## src/design/fimr_pkg.sv

```systemverilog
package fimr_pkg;

    // Item kinds on the input side.
    typedef enum logic [1:0] {
        OP_MASK     = 2'd0,
        OP_UNMASK   = 2'd1,
        OP_RESOLVE  = 2'd2,
        OP_SET_TYPE = 2'd3
    } op_t;

    // Result status codes.
    typedef enum logic [1:0] {
        ST_OK    = 2'd0,
        ST_RANGE = 2'd1,
        ST_NONE  = 2'd2
    } status_t;

    localparam int unsigned LINE_W          = 8;
    localparam int unsigned WORD_W          = 32;
    localparam int unsigned GPIO_FIRST_LINE = 96;
    localparam int unsigned LINE_COUNT      = 192;
    localparam int unsigned GPIO_WORDS      = 3;
    localparam int unsigned GPIO_MARKS      = 96;
    localparam int unsigned HIGH_BASE       = 32;
    localparam int unsigned ERROR_BASE      = 64;
    localparam int unsigned GPIO_SUM_FIRST  = 4;
    localparam int unsigned GPIO_SUM_LAST   = 15;
    localparam int unsigned GPIO_GROUP      = 8;

    localparam int unsigned IN_DATA_W  = 112;
    localparam int unsigned OUT_DATA_W = 16;

endpackage

```

## src/design/fast_interrupt_mask_and_resolve.sv

```systemverilog
// Throughput: one item per cycle while m_axis_tready does not stall the result
// register; each item passes an input register, one level of mask update or
// priority-encode logic, and the result register, which offers it on the master side.
// Reset (rst_n, asynchronous, active low) masks every line, clears the GPIO mask,
// polarity and change-level state, and empties both pipeline registers.
module fast_interrupt_mask_and_resolve (
    input  logic                               clk,
    input  logic                               rst_n,
    input  logic                               s_axis_tvalid,
    output logic                               s_axis_tready,
    // tdata fields from bit 0: line[7:0], change_level[8], cause_low[40:9],
    // cause_high[72:41], cause_error[104:73], zero fill [111:105].
    input  logic [fimr_pkg::IN_DATA_W-1:0]     s_axis_tdata,
    // tuser fields from bit 0: op[1:0].
    input  logic [1:0]                         s_axis_tuser,
    output logic                               m_axis_tvalid,
    input  logic                               m_axis_tready,
    // tdata fields from bit 0: status[1:0], found[2], pending_line[10:3],
    // zero fill [15:11].
    output logic [fimr_pkg::OUT_DATA_W-1:0]    m_axis_tdata
);
    import fimr_pkg::*;

    // Index of the lowest set bit of a word; only meaningful when the word is nonzero.
    function automatic logic [4:0] lowest_bit(input logic [WORD_W-1:0] w);
        logic [4:0] b;
        b = 5'd0;
        for (int i = WORD_W - 1; i >= 0; i--) begin
            if (w[i]) begin
                b = 5'(i);
            end
        end
        return b;
    endfunction

    // Input stage.
    logic                in_valid_reg;
    op_t                 in_op_reg;
    logic [LINE_W-1:0]   in_line_reg;
    logic                in_cl_reg;
    logic [WORD_W-1:0]   in_cause_low_reg;
    logic [WORD_W-1:0]   in_cause_high_reg;
    logic [WORD_W-1:0]   in_cause_error_reg;

    // Result stage.
    logic                out_valid_reg;
    status_t             out_status_reg;
    logic                out_found_reg;
    logic [LINE_W-1:0]   out_line_reg;
    status_t             out_status_next;
    logic                out_found_next;
    logic [LINE_W-1:0]   out_line_next;

    // Mask state.
    logic [WORD_W-1:0]   low_mask_reg, low_mask_next;
    logic [WORD_W-1:0]   high_mask_reg, high_mask_next;
    logic [WORD_W-1:0]   error_mask_reg, error_mask_next;
    logic [WORD_W-1:0]   gpio_mask_reg [GPIO_WORDS];
    logic [WORD_W-1:0]   gpio_mask_next [GPIO_WORDS];
    logic [WORD_W-1:0]   gpio_pol_reg [GPIO_WORDS];
    logic [WORD_W-1:0]   gpio_pol_next [GPIO_WORDS];
    logic [GPIO_MARKS-1:0] gpio_cl_reg, gpio_cl_next;

    logic advance;
    logic in_take;

    // The result register moves when it is empty or being drained; the input
    // register refills whenever its item moves on.
    assign advance       = !out_valid_reg || m_axis_tready;
    assign s_axis_tready = !in_valid_reg || advance;
    assign in_take       = s_axis_tvalid && s_axis_tready;

    always_ff @(posedge clk or negedge rst_n)
    begin
        if (!rst_n)
        begin
            in_valid_reg <= 1'b0;
        end
        else if (s_axis_tready)
        begin
            in_valid_reg <= s_axis_tvalid;
        end
    end

    always_ff @(posedge clk)
    begin
        if (in_take)
        begin
            in_op_reg          <= op_t'(s_axis_tuser);
            in_line_reg        <= s_axis_tdata[7:0];
            in_cl_reg          <= s_axis_tdata[8];
            in_cause_low_reg   <= s_axis_tdata[40:9];
            in_cause_high_reg  <= s_axis_tdata[72:41];
            in_cause_error_reg <= s_axis_tdata[104:73];
        end
    end

    // Line decode shared by mask, unmask and set-type items.
    logic                in_range;
    logic [LINE_W-1:0]   gpio_off;
    logic                gpio_line;
    logic                gpio_stored;
    logic [1:0]          gpio_idx;
    logic [WORD_W-1:0]   line_bit;

    assign in_range    = in_line_reg < LINE_W'(LINE_COUNT);
    assign gpio_line   = in_line_reg >= LINE_W'(GPIO_FIRST_LINE);
    assign gpio_off    = in_line_reg - LINE_W'(GPIO_FIRST_LINE);
    assign gpio_stored = gpio_line && (gpio_off < LINE_W'(GPIO_MARKS));
    assign gpio_idx    = gpio_off[6:5];
    assign line_bit    = WORD_W'(1) << in_line_reg[4:0];

    // Resolve: masked cause words and their lowest pending bits.
    logic [WORD_W-1:0]   low_hits, high_hits, error_hits;
    logic [4:0]          low_b, high_b, error_b;
    logic                high_is_gpio;

    assign low_hits     = in_cause_low_reg & low_mask_reg;
    assign high_hits    = in_cause_high_reg & high_mask_reg;
    assign error_hits   = in_cause_error_reg & error_mask_reg;
    assign low_b        = lowest_bit(low_hits);
    assign high_b       = lowest_bit(high_hits);
    assign error_b      = lowest_bit(error_hits);
    assign high_is_gpio = (high_b >= 5'(GPIO_SUM_FIRST)) && (high_b <= 5'(GPIO_SUM_LAST));

    always_comb
    begin
        low_mask_next   = low_mask_reg;
        high_mask_next  = high_mask_reg;
        error_mask_next = error_mask_reg;
        gpio_mask_next  = gpio_mask_reg;
        gpio_pol_next   = gpio_pol_reg;
        gpio_cl_next    = gpio_cl_reg;
        out_status_next = ST_OK;
        out_found_next  = 1'b0;
        out_line_next   = '0;

        unique case (in_op_reg)
            OP_MASK, OP_UNMASK:
            begin
                if (!in_range)
                begin
                    out_status_next = ST_RANGE;
                end
                else if (in_line_reg < LINE_W'(HIGH_BASE))
                begin
                    low_mask_next = (in_op_reg == OP_UNMASK) ? (low_mask_reg | line_bit)
                                                             : (low_mask_reg & ~line_bit);
                end
                else if (in_line_reg < LINE_W'(ERROR_BASE))
                begin
                    high_mask_next = (in_op_reg == OP_UNMASK) ? (high_mask_reg | line_bit)
                                                              : (high_mask_reg & ~line_bit);
                end
                else if (!gpio_line)
                begin
                    error_mask_next = (in_op_reg == OP_UNMASK) ? (error_mask_reg | line_bit)
                                                               : (error_mask_reg & ~line_bit);
                end
                else if (gpio_stored)
                begin
                    if (in_op_reg == OP_UNMASK)
                    begin
                        gpio_mask_next[gpio_idx] = gpio_mask_reg[gpio_idx] | line_bit;
                        // Unmasking a change-level line flips its polarity so the
                        // next edge in the opposite direction is caught.
                        if (gpio_cl_reg[gpio_off[6:0]])
                        begin
                            gpio_pol_next[gpio_idx] = gpio_pol_reg[gpio_idx] ^ line_bit;
                        end
                    end
                    else
                    begin
                        gpio_mask_next[gpio_idx] = gpio_mask_reg[gpio_idx] & ~line_bit;
                    end
                end
            end
            OP_SET_TYPE:
            begin
                if (!in_range)
                begin
                    out_status_next = ST_RANGE;
                end
                else if (gpio_stored)
                begin
                    gpio_cl_next[gpio_off[6:0]] = in_cl_reg;
                end
            end
            OP_RESOLVE:
            begin
                // Low word first, then the high word when the low summary bit is
                // set, then the error word.
                if (|low_hits)
                begin
                    out_found_next = 1'b1;
                    out_line_next  = LINE_W'(low_b);
                end
                else if (in_cause_low_reg[0] && (|high_hits))
                begin
                    out_found_next = 1'b1;
                    if (high_is_gpio)
                    begin
                        out_line_next = LINE_W'(GPIO_FIRST_LINE)
                            + ((LINE_W'(high_b) - LINE_W'(GPIO_SUM_FIRST)) << 3);
                    end
                    else
                    begin
                        out_line_next = LINE_W'(high_b) + LINE_W'(HIGH_BASE);
                    end
                end
                else if (|error_hits)
                begin
                    out_found_next = 1'b1;
                    out_line_next  = LINE_W'(error_b) + LINE_W'(ERROR_BASE);
                end
                else
                begin
                    out_status_next = ST_NONE;
                end
            end
            default:
            begin
                out_status_next = ST_OK;
            end
        endcase
    end

    logic do_step;
    assign do_step = in_valid_reg && advance;

    always_ff @(posedge clk or negedge rst_n)
    begin
        if (!rst_n)
        begin
            low_mask_reg   <= '0;
            high_mask_reg  <= '0;
            error_mask_reg <= '0;
            gpio_cl_reg    <= '0;
            for (int i = 0; i < GPIO_WORDS; i++)
            begin
                gpio_mask_reg[i] <= '0;
                gpio_pol_reg[i]  <= '0;
            end
        end
        else if (do_step)
        begin
            low_mask_reg   <= low_mask_next;
            high_mask_reg  <= high_mask_next;
            error_mask_reg <= error_mask_next;
            gpio_cl_reg    <= gpio_cl_next;
            gpio_mask_reg  <= gpio_mask_next;
            gpio_pol_reg   <= gpio_pol_next;
        end
    end

    always_ff @(posedge clk or negedge rst_n)
    begin
        if (!rst_n)
        begin
            out_valid_reg <= 1'b0;
        end
        else if (advance)
        begin
            out_valid_reg <= in_valid_reg;
        end
    end

    always_ff @(posedge clk)
    begin
        if (do_step)
        begin
            out_status_reg <= out_status_next;
            out_found_reg  <= out_found_next;
            out_line_reg   <= out_line_next;
        end
    end

    assign m_axis_tvalid = out_valid_reg;
    assign m_axis_tdata  = {5'd0, out_line_reg, out_found_reg, out_status_reg};

endmodule

```

## config.mk

```make
export PLATFORM = sky130hd
export DESIGN_NAME = fast_interrupt_mask_and_resolve
export DESIGN_NICKNAME = d
export VERILOG_FILES = /design/src/design/fimr_pkg.sv /design/src/design/fast_interrupt_mask_and_resolve.sv
export SDC_FILE = /design/constraint.sdc
export NUM_CORES = 1
export LEC_CHECK = 0
export ABC_AREA = 1
export BUFFER_PORTS_ARGS = -buffer_cell sky130_fd_sc_hd__buf_4
export CORE_MARGIN = 2
export CORE_UTILIZATION = 55
export CTS_BUF_LIST = sky130_fd_sc_hd__clkbuf_2 sky130_fd_sc_hd__clkbuf_4 sky130_fd_sc_hd__clkbuf_8
export CTS_CLUSTER_SIZE = 28
export DETAILED_ROUTE_END_ITERATION = 6
export PLACE_DENSITY = 0.75
export SLEW_MARGIN = 30
export SYNTH_ARGS = -nofsm -noshare
export SYNTH_HDL_FRONTEND = slang
export SYNTH_SLANG_ARGS = --single-unit
```

## constraint.sdc

```tcl
create_clock -name clk -period 4.2 [get_ports clk]
set_input_delay 0.21 -clock clk [delete_from_list [all_inputs] [get_ports clk]]
set_output_delay 0.21 -clock clk [all_outputs]
set_load 0.1 [all_outputs]
```

==> results.tsv <==
stage	metric	value	unit
pwr	power_frac_comb	0.177	
clocking	cts_made_buffers	37	
layout	fin_nets	1294	
grt	grt_max_degree	97	
clocking	clkSinkCount	215	
critical_path	crit_fanout	6	
route	drt_first_iter_violations	696	
route	wl	24300	um
clocking	clock_latency	530	ps
critical_path	slowest_stage	dfrtp_1	
worst_hold_path	hp-class	input port to asynchronous set/reset pin	
floorplan	dieHeight	134	um
route	viasPerCell	5.50	
clocking	clk_pin_slew_worst_paths	60	ps
critical_path	crit_type	flop to flop	
pwr	total_leakage_power	5.66	nW
pwr	p_sw_frac	0.285	
floorplan	start_util	0.561	
timing	fin_setup_tns	0	ps
timing	relSlewSlack	0.426	
grt	antenna_found_initial	0	
synth	syn_inst	933	
synth	syn_area_per_cell	9.94	um^2
critical_path	crit_path_end_kind	flop	
clocking	root_buffer	clkbuf_8	
pwr	p_int	0.00381	W
critical_path	start_kind	flop	
flow_run	maxCapViolCount	0	
critical_path	cp_common_cell	nand2_1	
synth	syn_area	9270	um^2
critical_path	critPathMaxStageDelay	380	ps
layout	drive_above_1_share	0.174	
timing	slew_violations	0	
floorplan	fp.dieW	134	um
route	vias	7825	
pwr	seqPwrFrac	0.463	
pwr	pwr-share-clk	0.360	
timing	finalHoldViolCount	0	
timing	fmaxAchievable	0.349	GHz
timing	period_needed	2860	ps
placement	io_buffers	122	
route	avgRoutedWirePerCell	17.1	um
route	postRouteAntennaNets	0	
grt	track_usage	0.273	
placement	place_congestion	0.909	
layout	final_core_util	0.743	
clocking	htree_levels	2	
critical_path	critPathArrivalTime	3220	ps
pwr	switchingPower	0.00152	W
floorplan	boundaryPins	136	
timing	worstMarginPinSlew	855	ps
clocking	ctsResizeCount	0	
critical_path	rr_endpoint	out_line_reg[3]	
synth	ys_seq_area_frac	0.643	
timing	fin_skew	27.0	ps
route	drc	0	
pwr	vdd_ir_drop_max	0.378	mV
layout	num_antenna_cells	0	
clocking	clock_path_buffers	3	
synth	yosys_register_bits	215	
synth	yosysWarningCount	0	
critical_path	r2r_cells	39	
timing	period_share	0.681	
placement	hpwl	15100	um
synth	netlist-cell-type-count	32	
critical_path	r2r_setup_slack	1340	ps
placement	placedInstanceArea	10400	um^2
floorplan	rows	47	
status	run_status	completed	
grt	grt_pass1_vias	7325	
clocking	cts_tree	yes	
timing	rsz0062_at_grt	false	
layout	area_growth	32.4	%
floorplan	coreArea	16500	um^2
layout	fin_area	12300	um^2
critical_path	required	4560	ps
layout	n_fill_cell	1175	
grt	grt_overflow	0	
grt	grt_pass1_wl	37800	um
route	drtPass1Iterations	6	
timing	setup_violations	0	
pwr	power_density	434	nW/um^2
floorplan	die_area	17900	um^2
==> repair_timing <==
item | 4_1_cts | 5_1_grt
buffers inserted | 0 | 0
endpoints found under the hold margin | 177 | 0
hold buffers | 109 | 0
==> layout by cell type (no fill, tap or decap), types with 2 or more instances in the layout <==
master / n
conb_1: 5
inv_1: 31
o21ai_1: 3
nand3_1: 16
clkbuf_4: 16
nand2_2: 4
a21oi_1: 106
nand2_1: 275
nor4_1: 2
nand3_2: 2
dfrtp_1: 98
ha_1: 2
buf_4: 127
o21ai_0: 5
o211ai_1: 2
nor2_1: 85
dlygate4sd3_1: 109
buf_6: 2
o21bai_1: 2
o31ai_1: 2
a31oi_1: 103
clkinv_2: 5
buf_12: 2
edfxtp_1: 117
clkinv_1: 4
clkinvlp_4: 3
nand4_1: 16
nor3_1: 6
clkbuf_8: 40
==> synth_stat cells <==
| cell | instances | area (um^2) |
|---|---|---|
| nor2_1 | 85 | 319 |
| o21ai_1 | 3 | 15.0 |
| inv_1 | 32 | 120 |
| inv_2 | 1 | 3.75 |
| o31ai_1 | 2 | 15.0 |
| dfrtp_1 | 98 | 2450 |
| buf_4 | 6 | 45.0 |
| o21ai_0 | 5 | 25.0 |
| nor3_1 | 7 | 35.0 |
| clkinv_1 | 1 | 3.75 |
| nand3_1 | 17 | 85.1 |
| a211o_1 | 1 | 8.76 |
| buf_1 | 1 | 3.75 |
| nor4b_1 | 2 | 17.5 |
| conb_1 | 1 | 3.75 |
| a21oi_1 | 106 | 531 |
| nand2_1 | 276 | 1040 |
| nor4_1 | 3 | 18.8 |
| clkbuf_1 | 35 | 131 |
| o21bai_1 | 2 | 15.0 |
| nand2_2 | 3 | 18.8 |
| nand4_1 | 16 | 100 |
| ha_1 | 2 | 25.0 |
| a211oi_2 | 1 | 12.5 |
| a31oi_1 | 103 | 644 |
| a21boi_0 | 1 | 7.51 |
| a21oi_4 | 1 | 16.3 |
| o2111ai_1 | 1 | 8.76 |
| nand3_4 | 1 | 17.5 |
| o211ai_1 | 2 | 15.0 |
| edfxtp_1 | 117 | 3510 |
| nand3_2 | 1 | 10.0 |
==> final cells by class <==
class | instances | area, um^2 | area share
sequential | 215 | 5970 | 0.486
inverter | 34 | 131 | 0.0107
timing repair buffer | 240 | 2110 | 0.172
clock inverter | 11 | 81.3 | 0.00662
multi-input combinational | 646 | 3050 | 0.248
clock buffer | 56 | 671 | 0.0546
tap | 220 | 275 | 0.0224
==> power by group through the flow <==
| stage | combinational (W) | sequential, W | clock, W |
|---|---|---|---|
| 2_1_floorplan | 0.000504 | 0.00258 | 0 |
| 3_3_place_gp | 0.000835 | 0.00250 | 0 |
| 3_5_place_dp | 0.000847 | 0.00250 | 0 |
| 4_1_cts | 0.000932 | 0.00247 | 0.00193 |
| 5_1_grt | 0.00103 | 0.00248 | 0.00205 |
| 6_report | 0.000946 | 0.00247 | 0.00192 |
==> cells by family (layout without fill, tap and decap cells) <==
family,after synthesis,count (layout),share of synthesized area
DFF,215,215,0.643
and+or+nand+nor,411,411,0.179
other,1,5,0.000404
buffers and inverters,76,341,0.0332
adders and majority gates,2,2,0.00270
AOI/OAI and AO/OA,228,228,0.142
==> stage by stage <==
stage	power, W	setup slack (ps)	hold slack (ps)	cells
global route	0.00556	911	332	1422
CTS	0.00533	1340	379	1422
global placement	0.00334	1390	388	1245
floorplan	0.00308	192	-85.6	937
detailed placement	0.00335	1410	389	1246
finish	0.00534	1340	249	1422
==> per-layer routing <==
metal | share of wire | track usage
met1 | 0.42 | 0.368
met2 | 0.49 | 0.462
met3 | 0.060 | 0.0420
met4 | 0.026 | 0.0875
met5 | 0 | 0
==> how the worst max path moves through the flow <==
stage	start	to	slack, ps	cells after the start
after floorplan	m_axis_tvalid	in_cause_error_reg[0]	190	3
after global placement	in_cause_high_reg[31]	out_line_reg[2]	1390	38
after detailed placement	flop	out_line_reg[3]	1410	39
after CTS	flop	out_line_reg[3]	1340	39
after global routing	in_cause_high_reg[31]	out_line_reg[3]	910	39
final	flop	out_line_reg[3]	1340	39
==> worst max-delay path, delay by kind of cell (launching register included) <==
kind | cells | cell delay, ps
simple gates | 37 | 2140
compound gates | 1 | 140
buf+inv | 1 | 40
flops | 1 | 380
No activity file was read; power rests on OpenSTA's default activity.
